===== config.mk =====
export PLATFORM = sky130hd
export DESIGN_NAME = capture_unit_apwm_output_top
export DESIGN_NICKNAME = d
export VERILOG_FILES = /design/src/sv/cap_apwm_pkg.sv /design/src/sv/capture_unit_apwm_output_top.sv
export SDC_FILE = /design/constraint.sdc
export NUM_CORES = 1
export LEC_CHECK = 0
export BUFFER_PORTS_ARGS = -buffer_cell sky130_fd_sc_hd__buf_2
export CORE_AREA = 2 2 227 207
export CTS_CLUSTER_SIZE = 8
export DETAILED_ROUTE_END_ITERATION = 16
export DIE_AREA = 0 0 229 209
export SKIP_CTS_REPAIR_TIMING = 1
export SYNTH_ARGS = -nofsm -noshare
export SYNTH_HDL_FRONTEND = slang
export SYNTH_SLANG_ARGS = --single-unit
export TNS_END_PERCENT = 100

===== constraint.sdc =====
create_clock -name clk -period 7.2 [get_ports clk]
set_clock_uncertainty 0.05 [all_clocks]
set_input_delay 1.44 -clock clk [delete_from_list [all_inputs] [get_ports clk]]
set_output_delay 1.44 -clock clk [all_outputs]
set_load 0.1 [all_outputs]

===== src/sv/cap_apwm_pkg.sv =====
package cap_apwm_pkg;

    localparam int unsigned DataWidth = 32;
    localparam int unsigned CtrlWidth = 16;
    localparam int unsigned OffsetWidth = 6;
    localparam int unsigned KindWidth = 2;

    typedef logic [DataWidth-1:0] data_t;
    typedef logic [CtrlWidth-1:0] ctrl_t;
    typedef logic [OffsetWidth-1:0] offset_t;
    typedef logic [KindWidth-1:0] kind_t;

    // item kinds
    localparam kind_t KIND_TICK = 2'd0;
    localparam kind_t KIND_READ = 2'd1;
    localparam kind_t KIND_WRITE = 2'd2;

    // register byte offsets
    localparam offset_t OFF_COUNTER = 6'h00;
    localparam offset_t OFF_APRD = 6'h08;
    localparam offset_t OFF_ACMP = 6'h0C;
    localparam offset_t OFF_SPRD = 6'h10;
    localparam offset_t OFF_SCMP = 6'h14;
    localparam offset_t OFF_CTRL = 6'h2A;

    // control word bit positions
    localparam int unsigned CTRL_RUN_BIT = 4;
    localparam int unsigned CTRL_APWM_BIT = 9;
    localparam int unsigned CTRL_POLLOW_BIT = 10;

endpackage


===== src/sv/capture_unit_apwm_output_top.sv =====
// Auxiliary PWM output with shadowed period and compare. Each transfer on the
// input is a tick, a register read or a register write, and gives exactly one
// result transfer holding the read data, the pin level after the item and a
// period boundary flag. The whole item is resolved in the cycle it is taken
// (one 32-bit increment, the period equality compare and the compare-level
// check) and lands in a single result register, so one item per clock is
// sustained; the input is held off only while that result register is full
// and not being taken.
module capture_unit_apwm_output_top
(
    input  logic                   clk,
    input  logic                   rst_n,
    input  logic                   in_valid,
    output logic                   in_ready,
    input  cap_apwm_pkg::kind_t    kind,
    input  cap_apwm_pkg::offset_t  reg_offset,
    input  cap_apwm_pkg::data_t    write_data,
    output logic                   out_valid,
    input  logic                   out_ready,
    output cap_apwm_pkg::data_t    read_data,
    output logic                   pwm_level,
    output logic                   period_event
);
    import cap_apwm_pkg::*;

    data_t counter_reg, counter_next;
    data_t aprd_reg, aprd_next;
    data_t acmp_reg, acmp_next;
    data_t sprd_reg, sprd_next;
    data_t scmp_reg, scmp_next;
    ctrl_t ctrl_reg, ctrl_next;

    logic  out_valid_reg;
    data_t read_data_reg, read_data_next;
    logic  pwm_level_reg, pwm_level_next;
    logic  event_reg, event_next;

    data_t counter_inc;
    logic  in_xfer;

    assign in_ready = !out_valid_reg || out_ready;
    assign in_xfer = in_valid && in_ready;
    assign counter_inc = counter_reg + data_t'(1);

    always_comb
    begin
        counter_next = counter_reg;
        aprd_next = aprd_reg;
        acmp_next = acmp_reg;
        sprd_next = sprd_reg;
        scmp_next = scmp_reg;
        ctrl_next = ctrl_reg;
        read_data_next = '0;
        event_next = 1'b0;
        case (kind)
            KIND_TICK:
            begin
                if (ctrl_reg[CTRL_RUN_BIT])
                begin
                    // boundary only with a nonzero period, else plain wrap
                    if ((aprd_reg != '0) && (counter_inc == aprd_reg))
                    begin
                        counter_next = '0;
                        aprd_next = sprd_reg;
                        acmp_next = scmp_reg;
                        event_next = 1'b1;
                    end
                    else
                    begin
                        counter_next = counter_inc;
                    end
                end
            end
            KIND_READ:
            begin
                case (reg_offset)
                    OFF_COUNTER: read_data_next = counter_reg;
                    OFF_APRD:    read_data_next = aprd_reg;
                    OFF_ACMP:    read_data_next = acmp_reg;
                    OFF_SPRD:    read_data_next = sprd_reg;
                    OFF_SCMP:    read_data_next = scmp_reg;
                    OFF_CTRL:    read_data_next = data_t'(ctrl_reg);
                    default:     read_data_next = '0;
                endcase
            end
            KIND_WRITE:
            begin
                case (reg_offset)
                    OFF_COUNTER: counter_next = write_data;
                    OFF_APRD:    aprd_next = write_data;
                    OFF_ACMP:    acmp_next = write_data;
                    OFF_SPRD:    sprd_next = write_data;
                    OFF_SCMP:    scmp_next = write_data;
                    OFF_CTRL:    ctrl_next = write_data[CtrlWidth-1:0];
                    default:     ;
                endcase
            end
            default: ;
        endcase

        // pin level from the state this item leaves behind
        if (ctrl_next[CTRL_APWM_BIT])
        begin
            pwm_level_next = (counter_next < acmp_next) ^ ctrl_next[CTRL_POLLOW_BIT];
        end
        else
        begin
            pwm_level_next = 1'b0;
        end
    end

    always_ff @(posedge clk or negedge rst_n)
    begin
        if (!rst_n)
        begin
            counter_reg <= '0;
            aprd_reg <= '0;
            acmp_reg <= '0;
            sprd_reg <= '0;
            scmp_reg <= '0;
            ctrl_reg <= '0;
            out_valid_reg <= 1'b0;
        end
        else
        begin
            if (in_xfer)
            begin
                counter_reg <= counter_next;
                aprd_reg <= aprd_next;
                acmp_reg <= acmp_next;
                sprd_reg <= sprd_next;
                scmp_reg <= scmp_next;
                ctrl_reg <= ctrl_next;
                out_valid_reg <= 1'b1;
            end
            else if (out_ready)
            begin
                out_valid_reg <= 1'b0;
            end
        end
    end

    always_ff @(posedge clk)
    begin
        if (in_xfer)
        begin
            read_data_reg <= read_data_next;
            pwm_level_reg <= pwm_level_next;
            event_reg <= event_next;
        end
    end

    assign out_valid = out_valid_reg;
    assign read_data = read_data_reg;
    assign pwm_level = pwm_level_reg;
    assign period_event = event_reg;

endmodule

Word-level counts from Yosys, hierarchy flattened
Index checks and enable logic that the tools add are counted.
- output and inout bits: 36
- bits in registers: 211
- logic and storage cells: 57
- reduce and logical (&&, ||, !) cells: 14
- bitwise operators: 1
- equality and inequality tests: 11
- multiplexer cells: 18
- add/sub/neg operators: 1
- order comparisons: 1
- operators by type and width (kind ; number):
    32-bit two-way mux ; 9
    32-bit one-hot mux with 2 select lines ; 3
    32-bit one-hot mux with 6 select lines ; 1
    32-bit by 1-bit adder with 32-bit output (second input constant) ; 1
    32-bit equality test ; 1
    32-bit less-than comparator ; 1
    32-bit nonzero test ; 1
    11-bit two-way mux ; 2
    6-bit by 4-bit equality test with 1-bit output (second input constant) ; 2
    6-bit by 5-bit equality test with 1-bit output (second input constant) ; 2
    3-bit AND reduction ; 3
    6-bit equality test (second input constant) ; 1
    6-bit logical NOT ; 1
    5-bit AND reduction ; 1
    2-bit != test (second input constant) ; 2
    2-bit nonzero test ; 2
    1-bit two-way mux ; 3
    2-bit by 1-bit equality test with 1-bit output (second input constant) ; 1
    2-bit equality test (second input constant) ; 1
    1-bit logical AND ; 2
    2-bit logical NOT ; 1
    2-bit by 1-bit != test with 1-bit output (second input constant) ; 1
    2-bit AND reduction ; 1
    1-bit logical NOT ; 1
    2 further kinds ; 2

Depth between registers and ports, before layout
Gate-level depths: netlist (run 1).
- word-level depth: 8
- mapped depth: 25
- gate-level depth less buffers: 22

Worst setup path before layout (run 1)
No wires, ideal clock.
- path type: input to register
- from: input reg_offset[1]
- to: register pwm_level_reg, in the netlist pwm_level (data pin)
- buffers on the path: 3
- library setup time: 268 ps
- required time: 6882 ps
- arrival time: 5147 ps
- cell stages on the path: 19
- path slack: 1735 ps
- path through: or4_1 clkbuf_1 nor3_1 clkbuf_1 clkbuf_1 nand2_1 a21oi_1 a21oi_1 o21ai_0 ha_1 a21o_1 a21o_1 a21oi_1 o21ai_0 a211oi_1 o21ai_0 a21oi_1 o32a_1 o211ai_1
- longest elaborated chain between the ends: 5
- elaborated cells on any way between the ends: 11
- RTL lines (element ; line ; text):
    start, declared ; capture_unit_apwm_output_top.sv:16 ; input cap_apwm_pkg::offset_t reg_offset,
    6-bit logical NOT ; capture_unit_apwm_output_top.sv:88 ; case (reg_offset)
    32-bit two-way mux ; capture_unit_apwm_output_top.sv:88 ;
    32-bit one-hot mux with 2 select lines ; capture_unit_apwm_output_top.sv:55 ; case (kind)
    net counter_next[25] ; capture_unit_apwm_output_top.sv:26 ; data_t counter_reg, counter_next;
    32-bit less-than comparator ; capture_unit_apwm_output_top.sv:104 ; pwm_level_next = (counter_next < acmp_next) ^ ctrl_next[CTRL_POLLOW_BIT];
    1-bit bitwise XOR ; capture_unit_apwm_output_top.sv:104 ;
    end signal, assigned ; capture_unit_apwm_output_top.sv:148 ; pwm_level_reg <= pwm_level_next;
    end, declared ; capture_unit_apwm_output_top.sv:35 ; logic pwm_level_reg, pwm_level_next;
The timed path passes the listed nets, and every way through them passes these cells.
A chain may end at the register's enable or synchronous reset.

Worst setup path after layout (run 1)
- from: register counter_reg[0]
- to: register pwm_level_reg, in the netlist pwm_level (data pin)
- longest elaborated chain between the ends: 8
- elaborated cells on any way between the ends: 12
- RTL lines (element ; line ; text):
    start, declared ; capture_unit_apwm_output_top.sv:26 ;
    start signal, assigned ; capture_unit_apwm_output_top.sv:128 ; counter_reg <= counter_next;
    32-bit by 1-bit adder with 32-bit output ; capture_unit_apwm_output_top.sv:43 ; assign counter_inc = counter_reg + data_t'(1);
    32-bit equality test ; capture_unit_apwm_output_top.sv:61 ; if ((aprd_reg != '0) && (counter_inc == aprd_reg))
    1-bit logical AND ; capture_unit_apwm_output_top.sv:61 ;
    32-bit two-way mux ; capture_unit_apwm_output_top.sv:61 ;
    32-bit two-way mux ; capture_unit_apwm_output_top.sv:58 ; if (ctrl_reg[CTRL_RUN_BIT])
    32-bit one-hot mux with 2 select lines ; capture_unit_apwm_output_top.sv:55 ;
    32-bit less-than comparator (*) ; capture_unit_apwm_output_top.sv:104 ;
    1-bit bitwise XOR (*) ; capture_unit_apwm_output_top.sv:104 ;
Mark *: on every way between the ends. The rest lies on a longest branch, timed or not.

==> results.txt, run 1 <==
----------------------------------------------------
[Detailed routing]
  Number of nets with antenna violations after routing ... 0
  Final wirelength ... 48000 um
  1st-iter DRT viols ... 1007
  Avg Vias per Cell ... 5.68
  DR WL/cell ... 22.9 um
  Vias after detailed routing ... 11898
  Drt drc ... 0
  Number of optimization iterations in the first detailed-route pass ... 5

[Min path]
  Worst min path class ... register to register
  Hold path startpoint ... ctrl_reg[1]

[GRT]
  Gr ovfl total ... 0
  Largest net degree at the start of global routing ... roughly 130
  Overall track demand over capacity in global routing ... 19.8%
  Global-route wire length before repair ... 74000 um
  Vias in the first global route ... 11971
  Initial antenna violation count ... 0

[Timing]
  Final-report max-slew violation count ... 0
  Worst slew margin ... 18.7%
  Period minus WS final ... 6.60 ns
  Final-layout setup total negative slack ... 0 ns
  Setup repair after global routing missed its margin ... false
  Crit share post-route ... roughly 92%
  Actual transition at the worst max-transition pin ... 1.21 ns
  Fmax achieved ... 152 MHz
  Final setup vio count ... 0
  Hold violation total from the final report ... 0

[CTS]
  Master cell of the clock root buffer ... sky130_fd_sc_hd__clkbuf_16
  Clock tree from TritonCTS ... yes
  Clock slew seen by the registers of the worst setup and hold paths ... 0.06 ns
  Clock latency of the later-clocked register in the worst-skew pair ... around 0.57 ns
  Clk sinks ... 211
  Htree depth ... 1
  Buffer depth of the longest clock path ... 3
  TritonCTS Buffers ... 30

[Floorplan]
  Vert. Die Dim ... 209 um
  Initial Util ... 29.5%
  Die span in x ... 229 um
  Std-Cell Rows ... 75
  Die Area ... 47900 um2
  Top Ports ... 80
  Area inside the core boundary ... 45800 um2

[Critical path]
  CP Class ... register to register
  Cell breakdown of the critical path ... ha_1 > nand3_1 > or3_1 > nor3_1 > xnor2_1 > nor4_1 > nand3_1 > nor4_4 > and2_1 > buf_4 > a21oi_1 > a21boi_0 > ha_1 > a21o_1 > a21o_1 > a21o_1 > a21o_1 > a21oi_1 > o21ai_0 > a21oi_1 > a21oi_1 > o32a_1 > o211ai_1
  Biggest cell delay along the critical path ... 0.58 ns
  Worst setup path start ... counter_reg[0]
  Crit Reg-Reg Startpoint ... counter_reg[0]
  Top delay family on crit path ... simple AND/OR/NAND/NOR gates
  Buf+Inv Stages, Crit Path ... 1
  Capturing element type of the critical path ... register
  Maximum net fanout on the critical path ... 19
  Arr. time, crit path ... 6.95 ns
  Standard cell with the maximum stage delay on the critical path ... sky130_fd_sc_hd__nor4_1
  Type of origin of the critical path ... register
  Worst path required time ... around 7.6 ns

[Cells and area]
  Synthesis-to-finish area growth ... 13.4%
  Antenna cell count ... 0
  Fill cell total of the finished layout ... around 4800
  Ratio of cells with drive above 1 in the final layout ... 17.8%
  Net count of the finished layout ... ~1500
  Final core utilization ... 33.5%

[Power and ir drop]
  Pwr Density ... 219 nW/um2
  Largest voltage drop on the vdd net ... 0.162 mV
  Static Leak ... 6.37 nW

[Synthesis]
  EDFF count, synth ... 34
  Flip-flop cell with the highest count after synthesis ... sky130_fd_sc_hd__dfrtp_1
  Yosys reg bits ... 211
  Post-Synthesis Net Count ... about 1500
  Area of the mapped netlist ... around 14000 um2
  Share of the yosys chip area belonging to registers ... around two fifths
  Cell count after synthesis ... 1433
  Post-synth cell types ... 72
  Share of synthesized flip-flops with an asynchronous set or reset ... between 80 and 90%
  Synthesized area per cell ... between 9 and 10 um2
  Synthesis warning total ... 0

[Place]
  Detailed Place HPWL ... 32600 um
  Last weighted congestion value of the routability-driven placer ... 0.959
  IO buf count ... 79

[Run status]
  Outcome ... finished clean

[Flow run]
  Number of max-cap violations ... 0

----------------------------------------------------
## path summary, 6_finish.rpt
check / to / slack (ns) / cells after the start
max: pwm_level / 0.60 / 23
min in group asynchronous: aprd_reg[22] / 0.99 / 1
max in group asynchronous: acmp_reg[1] / 4.75 / 2
max reg2reg: pwm_level / 0.60 / 23
min reg2reg: ctrl_reg[1] / 0.46 / 1
min: ctrl_reg[1] / 0.46 / 1
## cells in the final DEF, fill, tap and decap left out, types with 15 or more instances in the layout
cell                        count
sky130_fd_sc_hd__a21oi_1       83
sky130_fd_sc_hd__a221oi_1      16
sky130_fd_sc_hd__a22oi_1       50
sky130_fd_sc_hd__buf_2         78
sky130_fd_sc_hd__buf_4         30
sky130_fd_sc_hd__clkbuf_1      20
sky130_fd_sc_hd__clkbuf_16     30
sky130_fd_sc_hd__dfrtp_1      177
sky130_fd_sc_hd__edfxtp_1      34
sky130_fd_sc_hd__ha_1          32
sky130_fd_sc_hd__inv_1         16
sky130_fd_sc_hd__mux2_2        95
sky130_fd_sc_hd__mux2i_1       78
sky130_fd_sc_hd__nand2_1      126
sky130_fd_sc_hd__nand3_1       17
sky130_fd_sc_hd__nand4_1       21
sky130_fd_sc_hd__nor2_1        90
sky130_fd_sc_hd__nor3_1        18
sky130_fd_sc_hd__nor4_1        15
sky130_fd_sc_hd__o21ai_0      175
sky130_fd_sc_hd__o22a_1        17
sky130_fd_sc_hd__o2bb2ai_1     17
sky130_fd_sc_hd__xnor2_1       33
## cell families after synthesis
family,after synthesis,share of synthesized area (%)
compound gates,476,22.5
simple gates,361,13.4
flops,211,40.3
mux,173,13.7
buf+inv,132,4.11
xor+xnor,47,3.04
fa+ha+maj,33,3.03
## area by class of cell
class / count / area, um2 / area share [%]
Clock buffer: 51 / 840 / 5.47
Inverter: 17 / 63.8 / 0.416
Clock inverter: 1 / 16.3 / 0.106
Tap cell: 616 / 771 / 5.02
Timing Repair Buffer: 110 / 649 / 4.23
Sequential cell: 211 / 5450 / 35.5
Multi-Input combinational cell: 1090 / 7550 / 49.2
## power breakdown
part	internal, W	leakage, nW	switching [W]	total (W)
combinational	0.000236	3.22	0.000396	0.000632
sequential	0.00129	2.74	0.000108	0.00140
clock	0.000779	0.407	0.000551	0.00133
## routing by layer
layer,vias up,GRT usage (%),share of wire [%]
met3,99,3.98,6.8
met2,434,30.8,45
met1,5957,27.8,45
met4,0,6.02,3.1
met5,-,0,0
li1,5408,-,-
## through the flow
stage / worst slack (ns) / total power, W / cell area, um2 / hold WS (ns) / std cells
6_report: 0.602 / 0.00336 / 15300 / 0.456 / 2096
2_1_floorplan: 1.73 / 0.00184 / 13500 / 0.417 / 1433
3_5_place_dp: 0.848 / 0.00204 / 14500 / 0.447 / 2044
4_1_cts: 0.796 / 0.00338 / 15300 / 0.458 / 2096
3_3_place_gp: 1.01 / 0.00203 / 14500 / 0.440 / 2044
5_1_grt: 0.156 / 0.00352 / 15300 / 0.475 / 2096
## Yosys cell counts (17+ instances only)
cell type / number / area share [%]
sky130_fd_sc_hd__dfrtp_1: 177 / 33
sky130_fd_sc_hd__o21ai_0: 175 / 6.5
sky130_fd_sc_hd__nand2_1: 126 / 3.5
sky130_fd_sc_hd__mux2_2: 95 / 7.9
sky130_fd_sc_hd__nor2_1: 90 / 2.5
sky130_fd_sc_hd__a21oi_1: 83 / 3.1
sky130_fd_sc_hd__clkbuf_1: 80 / 2.2
sky130_fd_sc_hd__mux2i_1: 78 / 5.8
sky130_fd_sc_hd__a22oi_1: 50 / 2.8
sky130_fd_sc_hd__edfxtp_1: 34 / 7.5
sky130_fd_sc_hd__xnor2_1: 33 / 2.1
sky130_fd_sc_hd__ha_1: 32 / 3.0
sky130_fd_sc_hd__nand4_1: 21 / 0.97
sky130_fd_sc_hd__nor3_1: 19 / 0.70
sky130_fd_sc_hd__buf_2: 18 / 0.67
sky130_fd_sc_hd__nand3_1: 17 / 0.63
sky130_fd_sc_hd__nor4_1: 17 / 0.79
sky130_fd_sc_hd__o22a_1: 17 / 1.1
sky130_fd_sc_hd__o2bb2ai_1: 17 / 1.1
## worst reg2reg max path, cell delays in order, from the launching register on
cell	delay [ns]
sky130_fd_sc_hd__dfrtp_1	0.55
sky130_fd_sc_hd__ha_1	0.32
sky130_fd_sc_hd__nand3_1	0.39
sky130_fd_sc_hd__or3_1	0.55
sky130_fd_sc_hd__nor3_1	0.20
sky130_fd_sc_hd__xnor2_1	0.13
sky130_fd_sc_hd__nor4_1	0.58
sky130_fd_sc_hd__nand3_1	0.22
sky130_fd_sc_hd__nor4_4	0.41
sky130_fd_sc_hd__and2_1	0.32
sky130_fd_sc_hd__buf_4	0.37
sky130_fd_sc_hd__a21oi_1	0.14
sky130_fd_sc_hd__a21boi_0	0.15
sky130_fd_sc_hd__ha_1	0.36
sky130_fd_sc_hd__a21o_1	0.18
sky130_fd_sc_hd__a21o_1	0.17
sky130_fd_sc_hd__a21o_1	0.17
sky130_fd_sc_hd__a21o_1	0.17
sky130_fd_sc_hd__a21oi_1	0.23
sky130_fd_sc_hd__o21ai_0	0.12
sky130_fd_sc_hd__a21oi_1	0.24
sky130_fd_sc_hd__a21oi_1	0.11
sky130_fd_sc_hd__o32a_1	0.18
sky130_fd_sc_hd__o211ai_1	0.10
(Power assumes the default switching activity.)
==> inputs of run 2 (changes only) <==
==> constraint.sdc (replaced) <==
create_clock -name clk -period 7.2 [get_ports clk]
set_clock_uncertainty 0.05 [all_clocks]
set_input_delay 0 -clock clk [delete_from_list [all_inputs] [get_ports clk]]
set_output_delay 0 -clock clk [all_outputs]
set_load 0.1 [all_outputs]
==> results.txt, run 2 (synthesis gave the netlist of run 1 again) <==
----------------------------------------------------
[Critical path]
  Worst setup slack for register-to-register paths ... 0.72 ns (+0.11 ns)
  Crit Reg-Reg Startpoint ... counter_reg[0]
  Capturing element type of the critical path ... register
  CP Class ... register to register
  Worst path required time ... 7.46 ns (-0.10 ns)
  Buf+Inv Stages, Crit Path ... 0 (-1)
  Standard cell with the maximum stage delay on the critical path ... sky130_fd_sc_hd__or4_4
  Cell breakdown of the critical path ... ha_1 > nand3_1 > or4_4 > xnor2_1 > a2111oi_0 > nand4b_1 > nor4_4 > mux2i_1 > or2_1 > a21boi_1 > ha_1 > a21o_1 > a21o_1 > a21oi_1 > o21ai_0 > a211oi_1 > o21ai_0 > a21oi_1 > o32a_1 > o211ai_1
  Arr. time, crit path ... 6.75 ns (-0.20 ns)
  Reg2reg path depth ... 20 (-13%)
  Biggest cell delay along the critical path ... 0.75 ns (+0.17 ns)
  Maximum net fanout on the critical path ... 16 (-3)
  Top delay family on crit path ... simple AND/OR/NAND/NOR gates
  Crit Reg-Reg Endpoint ... pwm_level
  Type of origin of the critical path ... register

[CTS]
  Clk sinks ... 211 (unchanged)
  TritonCTS Buffers ... 30 (unchanged)
  Clock tree from TritonCTS ... yes
  Clock latency of the later-clocked register in the worst-skew pair ... 0.57 ns (about the same)
  Buffer depth of the longest clock path ... 3 (unchanged)
  Htree depth ... 1 (unchanged)
  Clock slew seen by the registers of the worst setup and hold paths ... 0.06 ns (about the same)
  Master cell of the clock root buffer ... sky130_fd_sc_hd__clkbuf_16

[Timing]
  Actual transition at the worst max-transition pin ... 1.16 ns (-0.0593 ns)
  Final-report max-slew violation count ... 0 (unchanged)
  Period minus WS final ... 6.48 ns (-0.114 ns)
  Crit share post-route ... 90.1% (-1.6 points)
  Final-layout setup total negative slack ... 0 ns (unchanged)
  Hold violation total from the final report ... 0 (unchanged)
  Final setup vio count ... 0 (unchanged)
  Setup repair after global routing missed its margin ... false
  Fmax achieved ... 154 MHz (+1.8%)
  Worst slew margin ... 22.8% (+4.1 points)

[Cells and area]
  Commonest cells after routing, fill and taps aside ... sky130_fd_sc_hd__dfrtp_1, sky130_fd_sc_hd__o21ai_0, sky130_fd_sc_hd__nand2_1
  Fill cell total of the finished layout ... 4745 (-0.11%)
  Net count of the finished layout ... 1570 (+2.2%)
  Most common library cell in the layout ignoring fill and taps ... sky130_fd_sc_hd__dfrtp_1
  Ratio of cells with drive above 1 in the final layout ... 17.4% (-0.39 points)
  Synthesis-to-finish area growth ... 16.1%
  Antenna cell count ... 0 (unchanged)
  Summed area of non-filler cells in the final layout ... 15700 um2 (+2.3%)

[Detailed routing]
  Vias after detailed routing ... 12071 (+1.5%)
  Number of optimization iterations in the first detailed-route pass ... 5 (unchanged)
  DR WL/cell ... 22.9 um (+0.24%)
  Number of nets with antenna violations after routing ... 0 (unchanged)
  Final wirelength ... 48900 um (+1.8%)
  1st-iter DRT viols ... 1136 (+13%)
  Drt drc ... 0 (unchanged)
  Avg Vias per Cell ... 5.67 (-0.12%)

[Place]
  Last weighted congestion value of the routability-driven placer ... 0.935 (-2.5%)
  Detailed Place HPWL ... 32000 um (-1.8%)
  IO buf count ... 79 (unchanged)
  Placed cell area ... 14500 um2 (about the same)

[Power and ir drop]
  Largest voltage drop on the vdd net ... 0.157 mV (-2.8%)
  Pwr Density ... 217 nW/um2 (-1.0%)
  Static Leak ... 6.52 nW (+2.4%)

[Floorplan]
  Initial Util ... 29.5% (unchanged)
  Top Ports ... 80 (unchanged)
  Vert. Die Dim ... 209 um (unchanged)
  Die Area ... 47900 um2 (unchanged)
  Die span in x ... 229 um (unchanged)
  Area inside the core boundary ... 45800 um2 (unchanged)
  Std-Cell Rows ... 75 (unchanged)

[Min path]
  Cell count of the worst hold path ... 5 (+4)
  Hold path startpoint ... kind[0]
  Worst min path class ... primary input to register
  Capture endpoint of the worst hold path ... acmp_reg[26]

[Flow run]
  Number of max-cap violations ... 0 (unchanged)

[GRT]
  Vias in the first global route ... 11901 (-0.58%)
  Gr ovfl total ... 0 (unchanged)
  Initial antenna violation count ... 0 (unchanged)
  Overall track demand over capacity in global routing ... 20.2% (+0.37 points)
  Largest net degree at the start of global routing ... 112 (-10%)
  Global-route wire length before repair ... 75300 um (+1.9%)

[Run status]
  Outcome ... finished clean

----------------------------------------------------
[run 2: cell types whose count changed in the layout (fill, tap and decap cells not counted), sizes merged]
cell	previous run	this run
dlygate4sd3	0	35
buf	109	108
clkinv	1	0
[run 2: layout make-up]
type / instances / area [um2] / share of cell area (%)
Multi-Input combinational cell: 1090 / 7550 / 48.1
Sequential cell: 211 / 5450 / 34.7
Timing Repair Buffer: 144 / 992 / 6.32
Clock buffer: 51 / 871 / 5.55
Tap cell: 616 / 771 / 4.91
Inverter: 17 / 63.8 / 0.406
[run 2: how the worst max path moves through the flow]
stage	from	end	slack (ns)	depth (start not counted)
floorplan	counter_reg[1]	pwm_level	2.16	23
global placement	counter_reg[0]	pwm_level	1.09	22
detailed placement	counter_reg[0]	pwm_level	0.86	21
CTS	counter_reg[0]	pwm_level	0.84	21
finish	counter_reg[0]	pwm_level	0.72	20
global route	counter_reg[0]	pwm_level	0.16	20
[run 2: report_power, final]
group | internal [W] | switching [W]
Combinational | 0.000249 | 0.000404
Sequential | 0.00129 | 0.000109
Clock | 0.000805 | 0.000546
Total | 0.00234 | 0.00106
[run 2: metal layers]
| metal | global-route usage, % | share of wire (%) |
|---|---|---|
| met1 | 29.0 | 47 |
| met2 | 30.7 | 43 |
| met3 | 3.45 | 6.1 |
| met4 | 6.58 | 3.4 |
| met5 | 0 | 0 |
[run 2: tightest hold or removal path, cell delays in order]
cell and delay (ns):
sky130_fd_sc_hd__buf_2 0.22, sky130_fd_sc_hd__nand2_1 0.09, sky130_fd_sc_hd__o21ai_0 0.07, sky130_fd_sc_hd__a21oi_1 0.15, sky130_fd_sc_hd__o2bb2ai_1 0.07
[run 2: per-stage QoR]
step	hold WS (ns)	utilization, %	cells	power, W	worst slack [ns]
6_report	0.0348	34.3	2129	0.00340	0.716
2_1_floorplan	-0.346	-	1433	0.00184	2.16
4_1_cts	-0.453	33.5	2094	0.00341	0.844
5_1_grt	0.0610	34.3	2129	0.00356	0.161
3_5_place_dp	0.157	31.6	2043	0.00204	0.863
3_3_place_gp	0.138	31.6	2043	0.00203	1.09
